`src/hw/rtl/two_phase_pwm_soft_start_ramp_macros.svh`:
```
// ---------------------------------------------------------------------------
// Assertion macros for the two-phase PWM soft-start ramp.
// Each macro wraps one clocked concurrent assertion on clk.
// ---------------------------------------------------------------------------
`ifndef TWO_PHASE_PWM_SOFT_START_RAMP_MACROS_SVH
`define TWO_PHASE_PWM_SOFT_START_RAMP_MACROS_SVH

// Checked only outside reset.
`define PR_ASSERT(label, prop, msg) \
  label: assert property (@(posedge clk) disable iff (!rst_n) prop) else $error(msg);

// Checked at every edge, during reset too.
`define PR_ASSERT_ALWAYS(label, prop, msg) \
  label: assert property (@(posedge clk) prop) else $error(msg);

`endif

```
`src/hw/rtl/pwm_ramp_pkg.sv`:
```
// ---------------------------------------------------------------------------
// pwm_ramp_pkg
// Types, constants and lookup functions for the PWM soft-start ramp.
// ---------------------------------------------------------------------------
package pwm_ramp_pkg;

  localparam int TIME_BITS   = 32;
  localparam int SWEEP_COUNT = 144;
  localparam int CFG_W       = 32;
  localparam int CFG_IDX_W   = 3;

  localparam logic [TIME_BITS-1:0] HOLD_US = TIME_BITS'(2000000);

  localparam logic [7:0] CMD_STOP_LIMIT = 8'd25;
  localparam logic [7:0] CMD_SWEEP      = 8'd99;

  localparam logic [11:0] PWM_FULL    = 12'd4095;
  // ceil(2^26 / 100); exact quotient for every dividend below 2^20.
  localparam logic [19:0] RECIP_100   = 20'd671089;
  localparam int          RECIP_SHIFT = 26;

  localparam logic [6:0]  RST_START_LEVEL  = 7'd25;
  localparam logic [6:0]  RST_QUICK_TARGET = 7'd35;
  localparam logic [3:0]  RST_COARSE_STEP  = 4'd3;
  localparam logic [31:0] RST_COARSE_DELAY = 32'd200000;
  localparam logic [6:0]  RST_FINAL_TARGET = 7'd70;
  localparam logic [3:0]  RST_FINE_INC     = 4'd1;
  localparam logic [31:0] RST_FINE_DELAY   = 32'd500000;
  localparam logic [31:0] RST_TEST_RUN     = 32'd2000000;

  typedef enum logic [CFG_IDX_W-1:0] {
    REG_START_LEVEL,
    REG_QUICK_TARGET,
    REG_COARSE_STEP,
    REG_COARSE_DELAY,
    REG_FINAL_TARGET,
    REG_FINE_INC,
    REG_FINE_DELAY,
    REG_TEST_RUN
  } cfg_idx_t;

  typedef enum logic [1:0] {
    PH_RUN,
    PH_WAIT,
    PH_OFF
  } phase_t;

  typedef struct packed {
    logic                 kind;
    logic [TIME_BITS-1:0] now_us;
    logic [7:0]           command_byte;
  } in_item_t;

  typedef struct packed {
    logic        pwm_write;
    logic [11:0] pwm_value;
    logic        ramp_active;
    logic        auto_test_active;
    logic [7:0]  test_number;
    logic [1:0]  test_phase;
    logic [6:0]  level_percent;
  } out_item_t;

  function automatic logic [6:0] tab_start(input logic [1:0] d);
    logic [6:0] v;
    case (d)
      2'd0:    v = 7'd20;
      2'd1:    v = 7'd22;
      2'd2:    v = 7'd24;
      2'd3:    v = 7'd25;
      default: v = 7'd20;
    endcase
    return v;
  endfunction

  function automatic logic [6:0] tab_quick(input logic [1:0] d);
    logic [6:0] v;
    case (d)
      2'd0:    v = 7'd33;
      2'd1:    v = 7'd35;
      2'd2:    v = 7'd36;
      default: v = 7'd33;
    endcase
    return v;
  endfunction

  function automatic logic [3:0] tab_step(input logic [1:0] d);
    logic [3:0] v;
    case (d)
      2'd0:    v = 4'd2;
      2'd1:    v = 4'd3;
      2'd2:    v = 4'd4;
      2'd3:    v = 4'd5;
      default: v = 4'd2;
    endcase
    return v;
  endfunction

  function automatic logic [31:0] tab_delay(input logic [1:0] d);
    logic [31:0] v;
    case (d)
      2'd0:    v = 32'd50000;
      2'd1:    v = 32'd100000;
      2'd2:    v = 32'd200000;
      default: v = 32'd50000;
    endcase
    return v;
  endfunction

  // round(pct * 4095 / 100), saturated to 12 bits.
  function automatic logic [11:0] pct_to_cmp(input logic [6:0] pct);
    logic [19:0] x;
    logic [39:0] prod;
    logic [13:0] q;
    x    = ({1'b0, pct, 12'd0} - {13'd0, pct}) + 20'd50;
    prod = x * RECIP_100;
    q    = prod[RECIP_SHIFT +: 14];
    return (q > {2'b00, PWM_FULL}) ? PWM_FULL : q[11:0];
  endfunction

endpackage

```
`src/hw/rtl/pwm_ramp_in_if.sv`:
```
// ---------------------------------------------------------------------------
// pwm_ramp_in_if
// Input channel: a tick or a command byte, with the current time.
// ---------------------------------------------------------------------------
interface pwm_ramp_in_if;
  import pwm_ramp_pkg::*;

  logic                 valid;
  logic                 ready;
  logic                 kind;
  logic [TIME_BITS-1:0] now_us;
  logic [7:0]           command_byte;

  modport source (output valid, output kind, output now_us, output command_byte,
                  input ready);
  modport sink (input valid, input kind, input now_us, input command_byte,
                output ready);
endinterface

```
`src/hw/rtl/pwm_ramp_out_if.sv`:
```
// ---------------------------------------------------------------------------
// pwm_ramp_out_if
// Result channel: PWM write request and ramp and sweep status.
// ---------------------------------------------------------------------------
interface pwm_ramp_out_if;
  logic        valid;
  logic        ready;
  logic        pwm_write;
  logic [11:0] pwm_value;
  logic        ramp_active;
  logic        auto_test_active;
  logic [7:0]  test_number;
  logic [1:0]  test_phase;
  logic [6:0]  level_percent;

  modport source (output valid, output pwm_write, output pwm_value, output ramp_active,
                  output auto_test_active, output test_number, output test_phase,
                  output level_percent, input ready);
  modport sink (input valid, input pwm_write, input pwm_value, input ramp_active,
                input auto_test_active, input test_number, input test_phase,
                input level_percent, output ready);
endinterface

```
`src/hw/rtl/two_phase_pwm_soft_start_ramp.sv`:
```
// ---------------------------------------------------------------------------
// two_phase_pwm_soft_start_ramp
// Motor PWM soft-start ramp with a two-phase ramp and an auto-test sweep.
//
// Each input beat on in_ch is a time tick or a command byte, both stamped
// with the free-running microsecond time. Each accepted beat yields exactly
// one result beat on out_ch carrying an optional PWM compare write and the
// ramp and sweep status after that beat.
// Ramp and sweep settings go in through cfg_we, cfg_index and cfg_wdata;
// the user must write them only while no beat is in flight, which the
// block does not enforce; writes take effect at once. A beat passes the
// input register, then the state update and result register. One beat is
// accepted every cycle unless out_ch stalls; a single state pass per beat.
// When out_ch stalls, the result register holds and the input register
// still takes one more beat, after which in_ch.ready drops until the
// result is taken. Synchronous reset restores the default settings, stops
// the ramp and sweep, and empties both registers.
// ---------------------------------------------------------------------------
`include "two_phase_pwm_soft_start_ramp_macros.svh"

module two_phase_pwm_soft_start_ramp (
  input  logic                                 clk,
  input  logic                                 rst_n,
  pwm_ramp_in_if.sink                          in_ch,
  pwm_ramp_out_if.source                       out_ch,
  input  logic                                 cfg_we,
  input  logic [pwm_ramp_pkg::CFG_IDX_W-1:0]   cfg_index,
  input  logic [pwm_ramp_pkg::CFG_W-1:0]       cfg_wdata
);
  import pwm_ramp_pkg::*;

  // Pipeline registers
  logic      in_vld_r;
  in_item_t  in_item_r;
  logic      out_vld_r, out_vld_nxt;
  out_item_t out_item_r, out_item_nxt;
  logic      adv, proc;

  // Settings and working ramp parameters
  logic [6:0]           w_start_r, w_start_nxt;
  logic [6:0]           w_quick_r, w_quick_nxt;
  logic [3:0]           w_step_r, w_step_nxt;
  logic [31:0]          w_delay_r, w_delay_nxt;
  logic [6:0]           w_final_r, w_final_nxt;
  logic [3:0]           fine_inc_r, fine_inc_nxt;
  logic [31:0]          fine_delay_r, fine_delay_nxt;
  logic [31:0]          test_run_r, test_run_nxt;

  // Ramp and sweep state
  logic [6:0]           level_r, level_nxt;
  logic                 ramp_on_r, ramp_on_nxt;
  logic [TIME_BITS-1:0] last_step_r, last_step_nxt;
  logic [7:0]           last_cmd_r, last_cmd_nxt;
  logic                 sweep_on_r, sweep_on_nxt;
  phase_t               phase_r, phase_nxt;
  logic [7:0]           sweep_idx_r, sweep_idx_nxt;
  logic [TIME_BITS-1:0] run_start_r, run_start_nxt;
  logic [TIME_BITS-1:0] phase_start_r, phase_start_nxt;
  logic [1:0]           dg_delay_r, dg_delay_nxt;
  logic [1:0]           dg_step_r, dg_step_nxt;
  logic [1:0]           dg_quick_r, dg_quick_nxt;
  logic [1:0]           dg_start_r, dg_start_nxt;

  // Per-beat working values
  logic                 wr;
  logic [11:0]          wr_val;
  logic                 done;
  logic                 step;
  logic [3:0]           inc;
  logic [31:0]          dly;
  logic [7:0]           lvl_sum;
  logic [TIME_BITS-1:0] now;
  logic [TIME_BITS-1:0] since_run, since_phase, since_step;
  logic [1:0]           ld_start, ld_quick, ld_step, ld_delay;
  logic                 load;

  assign adv         = !out_vld_r || out_ch.ready;
  assign proc        = in_vld_r && adv;
  assign in_ch.ready = !in_vld_r || adv;

  assign now         = in_item_r.now_us;
  assign since_run   = now - run_start_r;
  assign since_phase = now - phase_start_r;
  assign since_step  = now - last_step_r;

  always_ff @(posedge clk) begin
    if (!rst_n) begin
      in_vld_r <= 1'b0;
    end else if (in_ch.ready) begin
      in_vld_r <= in_ch.valid;
    end
    if (in_ch.ready && in_ch.valid) begin
      in_item_r.kind         <= in_ch.kind;
      in_item_r.now_us       <= in_ch.now_us;
      in_item_r.command_byte <= in_ch.command_byte;
    end
  end

  always_comb begin
    w_start_nxt     = w_start_r;
    w_quick_nxt     = w_quick_r;
    w_step_nxt      = w_step_r;
    w_delay_nxt     = w_delay_r;
    w_final_nxt     = w_final_r;
    fine_inc_nxt    = fine_inc_r;
    fine_delay_nxt  = fine_delay_r;
    test_run_nxt    = test_run_r;
    level_nxt       = level_r;
    ramp_on_nxt     = ramp_on_r;
    last_step_nxt   = last_step_r;
    last_cmd_nxt    = last_cmd_r;
    sweep_on_nxt    = sweep_on_r;
    phase_nxt       = phase_r;
    sweep_idx_nxt   = sweep_idx_r;
    run_start_nxt   = run_start_r;
    phase_start_nxt = phase_start_r;
    dg_delay_nxt    = dg_delay_r;
    dg_step_nxt     = dg_step_r;
    dg_quick_nxt    = dg_quick_r;
    dg_start_nxt    = dg_start_r;
    wr              = 1'b0;
    wr_val          = 12'd0;
    done            = 1'b0;
    step            = 1'b0;
    inc             = 4'd0;
    dly             = 32'd0;
    lvl_sum         = {1'b0, level_r};
    load            = 1'b0;
    ld_start        = 2'd0;
    ld_quick        = 2'd0;
    ld_step         = 2'd0;
    ld_delay        = 2'd0;

    if (cfg_we) begin
      case (cfg_idx_t'(cfg_index))
        REG_START_LEVEL:  w_start_nxt    = cfg_wdata[6:0];
        REG_QUICK_TARGET: w_quick_nxt    = cfg_wdata[6:0];
        REG_COARSE_STEP:  w_step_nxt     = cfg_wdata[3:0];
        REG_COARSE_DELAY: w_delay_nxt    = cfg_wdata;
        REG_FINAL_TARGET: w_final_nxt    = cfg_wdata[6:0];
        REG_FINE_INC:     fine_inc_nxt   = cfg_wdata[3:0];
        REG_FINE_DELAY:   fine_delay_nxt = cfg_wdata;
        REG_TEST_RUN:     test_run_nxt   = cfg_wdata;
        default:          ;
      endcase
    end

    if (proc) begin
      if (in_item_r.kind) begin
        if (in_item_r.command_byte != last_cmd_r) begin
          last_cmd_nxt = in_item_r.command_byte;
          if (in_item_r.command_byte < CMD_STOP_LIMIT) begin
            ramp_on_nxt  = 1'b0;
            sweep_on_nxt = 1'b0;
            wr           = 1'b1;
            level_nxt    = w_start_r;
          end else if (in_item_r.command_byte == CMD_SWEEP) begin
            sweep_on_nxt  = 1'b1;
            sweep_idx_nxt = 8'd0;
            phase_nxt     = PH_RUN;
            dg_delay_nxt  = 2'd0;
            dg_step_nxt   = 2'd0;
            dg_quick_nxt  = 2'd0;
            dg_start_nxt  = 2'd0;
            load          = 1'b1;
          end else if (in_item_r.command_byte > CMD_STOP_LIMIT) begin
            ramp_on_nxt = 1'b1;
          end
        end
      end else begin
        if (sweep_on_r) begin
          case (phase_r)
            PH_RUN: begin
              if (since_run >= test_run_r) begin
                ramp_on_nxt     = 1'b0;
                phase_nxt       = PH_WAIT;
                phase_start_nxt = now;
                done            = 1'b1;
              end
            end
            PH_WAIT: begin
              if (since_phase >= HOLD_US) begin
                wr              = 1'b1;
                phase_nxt       = PH_OFF;
                phase_start_nxt = now;
                done            = 1'b1;
              end
            end
            PH_OFF: begin
              if (since_phase >= HOLD_US) begin
                sweep_idx_nxt = sweep_idx_r + 8'd1;
                phase_nxt     = PH_RUN;
                done          = 1'b1;
                // Mixed-radix digits of the combination index: 4 x 3 x 4 x 3.
                if (dg_delay_r == 2'd2) begin
                  dg_delay_nxt = 2'd0;
                  if (dg_step_r == 2'd3) begin
                    dg_step_nxt = 2'd0;
                    if (dg_quick_r == 2'd2) begin
                      dg_quick_nxt = 2'd0;
                      dg_start_nxt = dg_start_r + 2'd1;
                    end else begin
                      dg_quick_nxt = dg_quick_r + 2'd1;
                    end
                  end else begin
                    dg_step_nxt = dg_step_r + 2'd1;
                  end
                end else begin
                  dg_delay_nxt = dg_delay_r + 2'd1;
                end
                if ({1'b0, sweep_idx_r} + 9'd1 >= 9'(SWEEP_COUNT)) begin
                  sweep_on_nxt = 1'b0;
                end else begin
                  load = 1'b1;
                end
              end
            end
            default: ;
          endcase
        end

        if (!done && ramp_on_r) begin
          if (level_r >= w_final_r) begin
            if (!sweep_on_r) begin
              ramp_on_nxt = 1'b0;
            end
          end else if (level_r >= w_start_r && level_r < w_quick_r) begin
            inc  = w_step_r;
            dly  = w_delay_r;
            step = 1'b1;
          end else if (level_r >= w_quick_r) begin
            inc  = fine_inc_r;
            dly  = fine_delay_r;
            step = 1'b1;
          end
          if (step && since_step >= dly) begin
            wr            = 1'b1;
            wr_val        = pct_to_cmp(level_r);
            lvl_sum       = {1'b0, level_r} + {4'd0, inc};
            level_nxt     = lvl_sum[7] ? 7'd127 : lvl_sum[6:0];
            last_step_nxt = now;
          end
        end
      end

      if (load) begin
        ld_start      = dg_start_nxt;
        ld_quick      = dg_quick_nxt;
        ld_step       = dg_step_nxt;
        ld_delay      = dg_delay_nxt;
        w_start_nxt   = tab_start(ld_start);
        w_quick_nxt   = tab_quick(ld_quick);
        w_step_nxt    = tab_step(ld_step);
        w_delay_nxt   = tab_delay(ld_delay);
        w_final_nxt   = tab_quick(ld_quick) + 7'd5;
        ramp_on_nxt   = 1'b1;
        level_nxt     = tab_start(ld_start);
        last_step_nxt = now;
        run_start_nxt = now;
      end
    end

    out_item_nxt.pwm_write        = wr;
    out_item_nxt.pwm_value        = wr_val;
    out_item_nxt.ramp_active      = ramp_on_nxt;
    out_item_nxt.auto_test_active = sweep_on_nxt;
    out_item_nxt.test_number      = sweep_idx_nxt;
    out_item_nxt.test_phase       = phase_nxt;
    out_item_nxt.level_percent    = level_nxt;

    if (proc) begin
      out_vld_nxt = 1'b1;
    end else if (out_ch.ready) begin
      out_vld_nxt = 1'b0;
    end else begin
      out_vld_nxt = out_vld_r;
    end
  end

  always_ff @(posedge clk) begin
    if (!rst_n) begin
      w_start_r     <= RST_START_LEVEL;
      w_quick_r     <= RST_QUICK_TARGET;
      w_step_r      <= RST_COARSE_STEP;
      w_delay_r     <= RST_COARSE_DELAY;
      w_final_r     <= RST_FINAL_TARGET;
      fine_inc_r    <= RST_FINE_INC;
      fine_delay_r  <= RST_FINE_DELAY;
      test_run_r    <= RST_TEST_RUN;
      level_r       <= RST_START_LEVEL;
      ramp_on_r     <= 1'b0;
      last_step_r   <= '0;
      last_cmd_r    <= 8'd0;
      sweep_on_r    <= 1'b0;
      phase_r       <= PH_RUN;
      sweep_idx_r   <= 8'd0;
      run_start_r   <= '0;
      phase_start_r <= '0;
      dg_delay_r    <= 2'd0;
      dg_step_r     <= 2'd0;
      dg_quick_r    <= 2'd0;
      dg_start_r    <= 2'd0;
      out_vld_r     <= 1'b0;
    end else begin
      w_start_r     <= w_start_nxt;
      w_quick_r     <= w_quick_nxt;
      w_step_r      <= w_step_nxt;
      w_delay_r     <= w_delay_nxt;
      w_final_r     <= w_final_nxt;
      fine_inc_r    <= fine_inc_nxt;
      fine_delay_r  <= fine_delay_nxt;
      test_run_r    <= test_run_nxt;
      level_r       <= level_nxt;
      ramp_on_r     <= ramp_on_nxt;
      last_step_r   <= last_step_nxt;
      last_cmd_r    <= last_cmd_nxt;
      sweep_on_r    <= sweep_on_nxt;
      phase_r       <= phase_nxt;
      sweep_idx_r   <= sweep_idx_nxt;
      run_start_r   <= run_start_nxt;
      phase_start_r <= phase_start_nxt;
      dg_delay_r    <= dg_delay_nxt;
      dg_step_r     <= dg_step_nxt;
      dg_quick_r    <= dg_quick_nxt;
      dg_start_r    <= dg_start_nxt;
      out_vld_r     <= out_vld_nxt;
    end
    if (proc) begin
      out_item_r <= out_item_nxt;
    end
  end

  assign out_ch.valid            = out_vld_r;
  assign out_ch.pwm_write        = out_item_r.pwm_write;
  assign out_ch.pwm_value        = out_item_r.pwm_value;
  assign out_ch.ramp_active      = out_item_r.ramp_active;
  assign out_ch.auto_test_active = out_item_r.auto_test_active;
  assign out_ch.test_number      = out_item_r.test_number;
  assign out_ch.test_phase       = out_item_r.test_phase;
  assign out_ch.level_percent    = out_item_r.level_percent;

  `PR_ASSERT(a_beat_gives_result, proc |=> out_vld_r, "processed beat produced no result")
  `PR_ASSERT(a_sweep_only_on_beat, !proc |=> $stable(sweep_on_r) && $stable(sweep_idx_r),
             "sweep state changed without a beat")
  `PR_ASSERT(a_sweep_idx_range, sweep_idx_r <= 8'(SWEEP_COUNT),
             "sweep index beyond combination count")

endmodule
```
`src/flat_wrapper.sv`:
```
// flat-port wrapper written by rule: the top's interface ports become plain ports
module two_phase_pwm_soft_start_ramp_flat import pwm_ramp_pkg::*;
  (clk, rst_n, cfg_we, cfg_index, cfg_wdata, in_ch_valid, in_ch_kind, in_ch_now_us, in_ch_command_byte, in_ch_ready, out_ch_valid, out_ch_pwm_write, out_ch_pwm_value, out_ch_ramp_active, out_ch_auto_test_active, out_ch_test_number, out_ch_test_phase, out_ch_level_percent, out_ch_ready);
  pwm_ramp_in_if in_ch_i ();
  pwm_ramp_out_if out_ch_i ();
  input  logic clk;
  input  logic rst_n;
  input  logic cfg_we;
  input  logic [pwm_ramp_pkg::CFG_IDX_W-1:0] cfg_index;
  input  logic [pwm_ramp_pkg::CFG_W-1:0] cfg_wdata;
  input wire logic [$bits(in_ch_i.valid)-1:0] in_ch_valid;
  input wire logic [$bits(in_ch_i.kind)-1:0] in_ch_kind;
  input wire logic [$bits(in_ch_i.now_us)-1:0] in_ch_now_us;
  input wire logic [$bits(in_ch_i.command_byte)-1:0] in_ch_command_byte;
  output wire logic [$bits(in_ch_i.ready)-1:0] in_ch_ready;
  output wire logic [$bits(out_ch_i.valid)-1:0] out_ch_valid;
  output wire logic [$bits(out_ch_i.pwm_write)-1:0] out_ch_pwm_write;
  output wire logic [$bits(out_ch_i.pwm_value)-1:0] out_ch_pwm_value;
  output wire logic [$bits(out_ch_i.ramp_active)-1:0] out_ch_ramp_active;
  output wire logic [$bits(out_ch_i.auto_test_active)-1:0] out_ch_auto_test_active;
  output wire logic [$bits(out_ch_i.test_number)-1:0] out_ch_test_number;
  output wire logic [$bits(out_ch_i.test_phase)-1:0] out_ch_test_phase;
  output wire logic [$bits(out_ch_i.level_percent)-1:0] out_ch_level_percent;
  input wire logic [$bits(out_ch_i.ready)-1:0] out_ch_ready;
  assign in_ch_i.valid = in_ch_valid;
  assign in_ch_i.kind = in_ch_kind;
  assign in_ch_i.now_us = in_ch_now_us;
  assign in_ch_i.command_byte = in_ch_command_byte;
  assign in_ch_ready = in_ch_i.ready;
  assign out_ch_valid = out_ch_i.valid;
  assign out_ch_pwm_write = out_ch_i.pwm_write;
  assign out_ch_pwm_value = out_ch_i.pwm_value;
  assign out_ch_ramp_active = out_ch_i.ramp_active;
  assign out_ch_auto_test_active = out_ch_i.auto_test_active;
  assign out_ch_test_number = out_ch_i.test_number;
  assign out_ch_test_phase = out_ch_i.test_phase;
  assign out_ch_level_percent = out_ch_i.level_percent;
  assign out_ch_i.ready = out_ch_ready;
  two_phase_pwm_soft_start_ramp u_core (.clk(clk), .rst_n(rst_n), .in_ch(in_ch_i), .out_ch(out_ch_i), .cfg_we(cfg_we), .cfg_index(cfg_index), .cfg_wdata(cfg_wdata));
endmodule
```
`config.mk`:
```
export PLATFORM = sky130hd
export DESIGN_NAME = two_phase_pwm_soft_start_ramp_flat
export DESIGN_NICKNAME = d
export VERILOG_FILES = /design/src/hw/rtl/pwm_ramp_pkg.sv /design/src/hw/rtl/pwm_ramp_in_if.sv /design/src/hw/rtl/pwm_ramp_out_if.sv /design/src/hw/rtl/two_phase_pwm_soft_start_ramp.sv /design/src/flat_wrapper.sv
export VERILOG_INCLUDE_DIRS = /design/src /design/src/hw/rtl
export SDC_FILE = /design/constraint.sdc
export NUM_CORES = 1
export LEC_CHECK = 0
export ABC_CLOCK_PERIOD_IN_PS = 24300
export BUFFER_PORTS_ARGS = -buffer_cell sky130_fd_sc_hd__buf_2
export CAP_MARGIN = 20
export CORE_ASPECT_RATIO = 1.4
export CORE_MARGIN = 5
export CORE_UTILIZATION = 45
export CTS_BUF_LIST = sky130_fd_sc_hd__clkbuf_4
export DETAILED_ROUTE_END_ITERATION = 10
export GPL_TIMING_DRIVEN = 1
export HOLD_SLACK_MARGIN = 0.08
export PLACE_DENSITY = 0.67
export SLEW_MARGIN = 20
export SYNTH_ARGS = -nofsm -noshare
export SYNTH_HDL_FRONTEND = slang
export SYNTH_SLANG_ARGS = --single-unit
```
`constraint.sdc`:
```
create_clock -name clk -period 24.3 [get_ports clk]
set_input_delay 4.86 -clock clk [delete_from_list [all_inputs] [get_ports clk]]
set_output_delay 4.86 -clock clk [all_outputs]
set_load 0.02 [all_outputs]
```
Word-level counts from Yosys, hierarchy flattened
Index checks and enable logic that the tools add are counted.

word-level totals
  output and inout port bits = 34
  bits in registers = 331
  input bits = 81

operators by class
  reductions and logical operators = 27
  multiply operators = 1
  $lt $le $gt $ge = 11
  add/sub/neg operators = 13
  bitwise logic cells = 3
  eq/ne operators = 27
  multiplexer cells = 164

operator list
  kind                                                                 number
  two-way mux 32 bit                                                   16
  two-way mux 7 bit                                                    22
  two-way mux 2 bit                                                    50
  subtractor 32 bit                                                    3
  greater-or-equal comparator 32 bit                                   2
  two-way mux 8 bit                                                    8
  one-hot mux 32 bit (2 select lines)                                  1
  two-way mux 1 bit                                                    50
  multiplier 20 x 20 -> 40 bit, second input constant                  1
  two-way mux 4 bit                                                    10
  one-hot mux 18 bit (2 select lines)                                  1
  greater-or-equal comparator 32 x 21 -> 1 bit, second input constant  1
  one-hot mux 7 bit (4 select lines)                                   1
  greater-or-equal comparator 7 bit                                    3
  adder 20 x 6 -> 20 bit, second input constant                        1
  == test 2 bit, second input constant                                 10
  subtractor 19 x 7 -> 20 bit                                          1
  one-hot mux 4 bit (4 select lines)                                   1
  greater-than comparator 14 x 12 -> 1 bit, second input constant      1
  == test 3 bit, second input constant                                 4
  two-way mux 12 bit                                                   1
  == test 2 x 1 -> 1 bit, second input constant                        5
  adder 8 x 1 -> 9 bit, second input constant                          1
  greater-or-equal comparator 9 x 8 -> 1 bit, second input constant    1
  other kinds (29)                                                     51

Longest topological paths before layout
  depth in word-level cells = 19
  mapped depth = 35
  depth with buffers taken out = 32

Worst setup path after synthesis
No wires, ideal clock.

  path type = in2out
  start point = in out_ch_ready
  end point = out in_ch_ready
  cell stages on the path = 2
  buffers on the path = 0
  data arrival time = 5.212 ns
  setup slack = 14.228 ns
  cell sequence = nor2b_1 -> nand2_1

between the ends
  longest elaborated chain between the ends = 2

ends and longest elaborated chain
  what                RTL line                             text
  start: declaration  flat_wrapper.sv:24                   input wire logic [$bits(out_ch_i.ready)-1:0] out_ch_ready;
  logical OR 1 bit    two_phase_pwm_soft_start_ramp.sv:77  assign adv = !out_vld_r || out_ch.ready;
  logical OR 1 bit    two_phase_pwm_soft_start_ramp.sv:79  assign in_ch.ready = !in_vld_r || adv;
  end: declaration    flat_wrapper.sv:15                   output wire logic [$bits(in_ch_i.ready)-1:0] in_ch_ready;

No other way between the ends.

Final worst setup path
Ends and elaborated chain as after synthesis.

==> summary.txt <==
Finish
  – Finished Cell Area: 30500 µm²
  – Fillers: 6184
  – Fraction of layout cells with a size suffix above 1: 0.0994
  – Area grow syn2layout: 8.65%
  – Layout net count: 3987

Die
  – Die W: 221 µm
  – FP Rows: 108
  – Die area: 67500 µm²
  – Core Box Area: 61900 µm²
  – Initial Utilization: 0.453
  – Ports: 115
  – Die height: 305 µm

Worst setup path
  – Startpoint Class: primary input
  – Most frequent CP cell: buf_2
  – CP max FO: 4
  – WP data arrival: 5.44 ns
  – Slowest-stage cell, CP: nor2b_1
  – Worst Path Class, Setup: in2out
  – CP max stage delay: 0.21 ns
  – Worst path cell trace: buf_2, nor2b_1, nand2_1, buf_2
  – Critical path required time: 19.44 ns
  – Worst Setup End Kind: output pin

Route
  – Drt total wl: 71400 µm
  – Drt wl/cell: 16.8 µm
  – DRC Markers: 0
  – Pre-Repair DR Iteration Count: 7
  – Starting DRT DRC Count: 909
  – Vias: 22322
  – Final ANT Viol Nets: 0
  – Vias per cell: 5.25

Min path
  – Hold WC Path Type: reg2reg

Timing
  – Final Skew: 0.0633 ns
  – # setup viols final: 0
  – Fin crit period: 10.30 ns
  – Worst-margin pin slew: 1.03 ns
  – Tcrit/Tclk final: 0.424
  – TNS Setup: 0 ns
  – Relative slew margins: 0.315
  – Slew Viols, Final: 0
  – Unrepaired setup endpoints after global routing: no
  – Fmax: 97.1 MHz
  – Final hold violation count: 0

Global routing
  – Total grt overflow: 0
  – Largest net degree at the start of global routing: 102
  – Gr usage total: 0.206
  – First-pass GRT wire length: 114000 µm
  – Vias in the first global route: 22257
  – Initial antenna violation count: 13

Synthesis
  – Post-synth top area cell: dfxtp_1
  – Top cells by area, synth: dfxtp_1 (18%), ha_1 (18%), fa_1 (9.9%)
  – Synth cell count leaders: inv_1 (464), ha_1 (409), nand2_1 (396), dfxtp_1 (258), a21oi_1 (240)
  – Async S/R FF share, synth: 0
  – Sequential area share after synthesis: 0.262
  – EDFF count, synth: 73
  – Top-count cell post-synth: inv_1
  – Syn Area/Cell: 8.65 µm²
  – Synthesized area: 28000 µm²
  – Number of synthesized register bits: 331
  – Most used DFF post-synth: dfxtp_1
  – Post-Synthesis Cells: 3243
  – Distinct cells, synth: 87
  – Yosys top cell area share: 0.184
  – Ys Warns: 0

Power and ir drop
  – Max VDD drop: 147 µV
  – Clock power frac: 0.183
  – Sw Share: 0.433
  – Cell internal pwr: 0.00145 W
  – Design Power: 0.00255 W
  – Reg power frac: 0.233
  – Logic pwr share: 0.584
  – Total net switching power: 0.00111 W
  – Total power divided by cell area: 83.9 nW/µm²
  – P_leak: 13.7 nW

CTS
  – CTS max path bufs: 3
  – Worst-path clk slew: 0.06 ns
  – Postcts setup bufs: 0
  – CTS resizes: 0
  – Sink Count: 331
  – H-tree depth: 3
  – Root buffer selected by CTS: clkbuf_4
  – Insertion delay to the later sink of the worst-skew pair: 0.82 ns
  – CTS tree: built
  – CTS buffer count: 84
  – Post-CTS Hold Buffers: 0

Placement
  – Placed Area: 29400 µm²
  – Detailed Place HPWL: 56500 µm
  – Final RePlAce weighted congestion: 0.948
  – IO buf count: 114

Flow run
  – Max-cap violations: 0

Outcome
  – Run status: completed
[power groups by stage]
| stage | combinational [W] | clock [W] | sequential [W] |
|---|---|---|---|
| detailed placement | 0.00150 | 0 | 0.000608 |
| CTS | 0.00152 | 0.000486 | 0.000596 |
| floorplan | 0.00109 | 0 | 0.000604 |
| global route | 0.00171 | 0.000511 | 0.000598 |
| finish | 0.00149 | 0.000467 | 0.000596 |
| global placement | 0.00149 | 0 | 0.000608 |
[final timing paths]
kind | from | to | slack, ns | cells after the start
worst max-delay path | out_ch_ready | in_ch_ready | 14.00 | 4
worst min-delay path | u_core.run_start_r[19] | u_core.run_start_r[19] | 0.45 | 2
worst max register to register | u_core.level_r[0] | u_core.out_ch.pwm_value[11] | 14.01 | 32
worst min register to register | u_core.run_start_r[19] | u_core.run_start_r[19] | 0.45 | 2
[sequential cells by signal (all words and copies together) (netlist names), 4 cells and up]
register                     cells
u_core.w_step_r                  4
u_core.w_final_r                 7
u_core.out_ch.pwm_value         12
u_core.phase_start_r            32
u_core.out_ch.level_percent      7
u_core.test_run_r               32
u_core.last_step_r              32
u_core.w_delay_r                32
u_core.now                      32
u_core.sweep_idx_r               8
u_core.out_ch.test_number        8
u_core.fine_delay_r             32
u_core.w_start_r                 7
u_core.level_r                   7
u_core.run_start_r              32
u_core.last_cmd_r                8
u_core.in_item_r                 9
u_core.w_quick_r                 7
u_core.fine_inc_r                4
[per-layer routing]
metal / GRT usage / up-vias / share of wire
met5: 0 / - / 0.0016
met4: 0.0820 / 14 / 0.036
met3: 0.0281 / 148 / 0.034
met2: 0.399 / 423 / 0.54
met1: 0.226 / 10513 / 0.39
li1: - / 11224 / -
[cell usage in the layout (no fill, tap or decap), types with 19 or more instances in the layout]
cell type,n
inv_1,463
ha_1,409
nand2_1,395
dfxtp_1,258
a21oi_1,239
nor2_1,205
fa_1,138
clkbuf_4,119
buf_2,114
mux2i_1,104
o21ai_0,90
xnor2_1,84
a21o_1,73
edfxtp_1,73
nand3_1,49
o21a_1,47
xor2_1,40
mux2_2,36
and3_1,35
nor3_1,34
and2_1,32
a31oi_1,26
buf_4,26
o21bai_1,24
nand4_1,24
nand2b_1,23
clkinv_1,20
o211ai_1,19
[metrics by stage]
stage	worst slack (ns)	utilization	instances	hold WS, ns
global route	13.24	0.492	4248	0.468
floorplan	14.23	-	3251	0.433
CTS	13.92	0.492	4244	0.454
global placement	14.05	0.476	4098	0.439
detailed placement	14.00	0.476	4098	0.445
finish	14.00	0.492	4250	0.452
[area by class of cell]
class	count	area, µm²	area share
multi-input cells	2337	18500	0.608
clock buffers	119	893	0.0293
repair buffers	140	766	0.0251
flip-flops and latches	331	7360	0.241
well taps	825	1030	0.0339
clock inverters	27	129	0.00423
inverters	465	1750	0.0575
diodes	6	15.0	0.000493
[worst max-delay path: cells and delay by family]
kind                   cells  cell delay, ns
buffers and inverters      2            0.26
and+or+nand+nor            2            0.32
[logic make-up (layout without fill, tap and decap cells)]
family | Yosys count | after routing | share of synthesized area
buf+inv | 583 | 751 | 0.0795
flops | 331 | 331 | 0.262
mux | 141 | 141 | 0.0521
fa+ha+maj | 547 | 547 | 0.281
xor+xnor | 124 | 124 | 0.0387
compound gates | 637 | 637 | 0.146
simple gates | 878 | 878 | 0.140
other cells | 2 | 16 | 0.000268
Power figures use the tool's default switching activity.
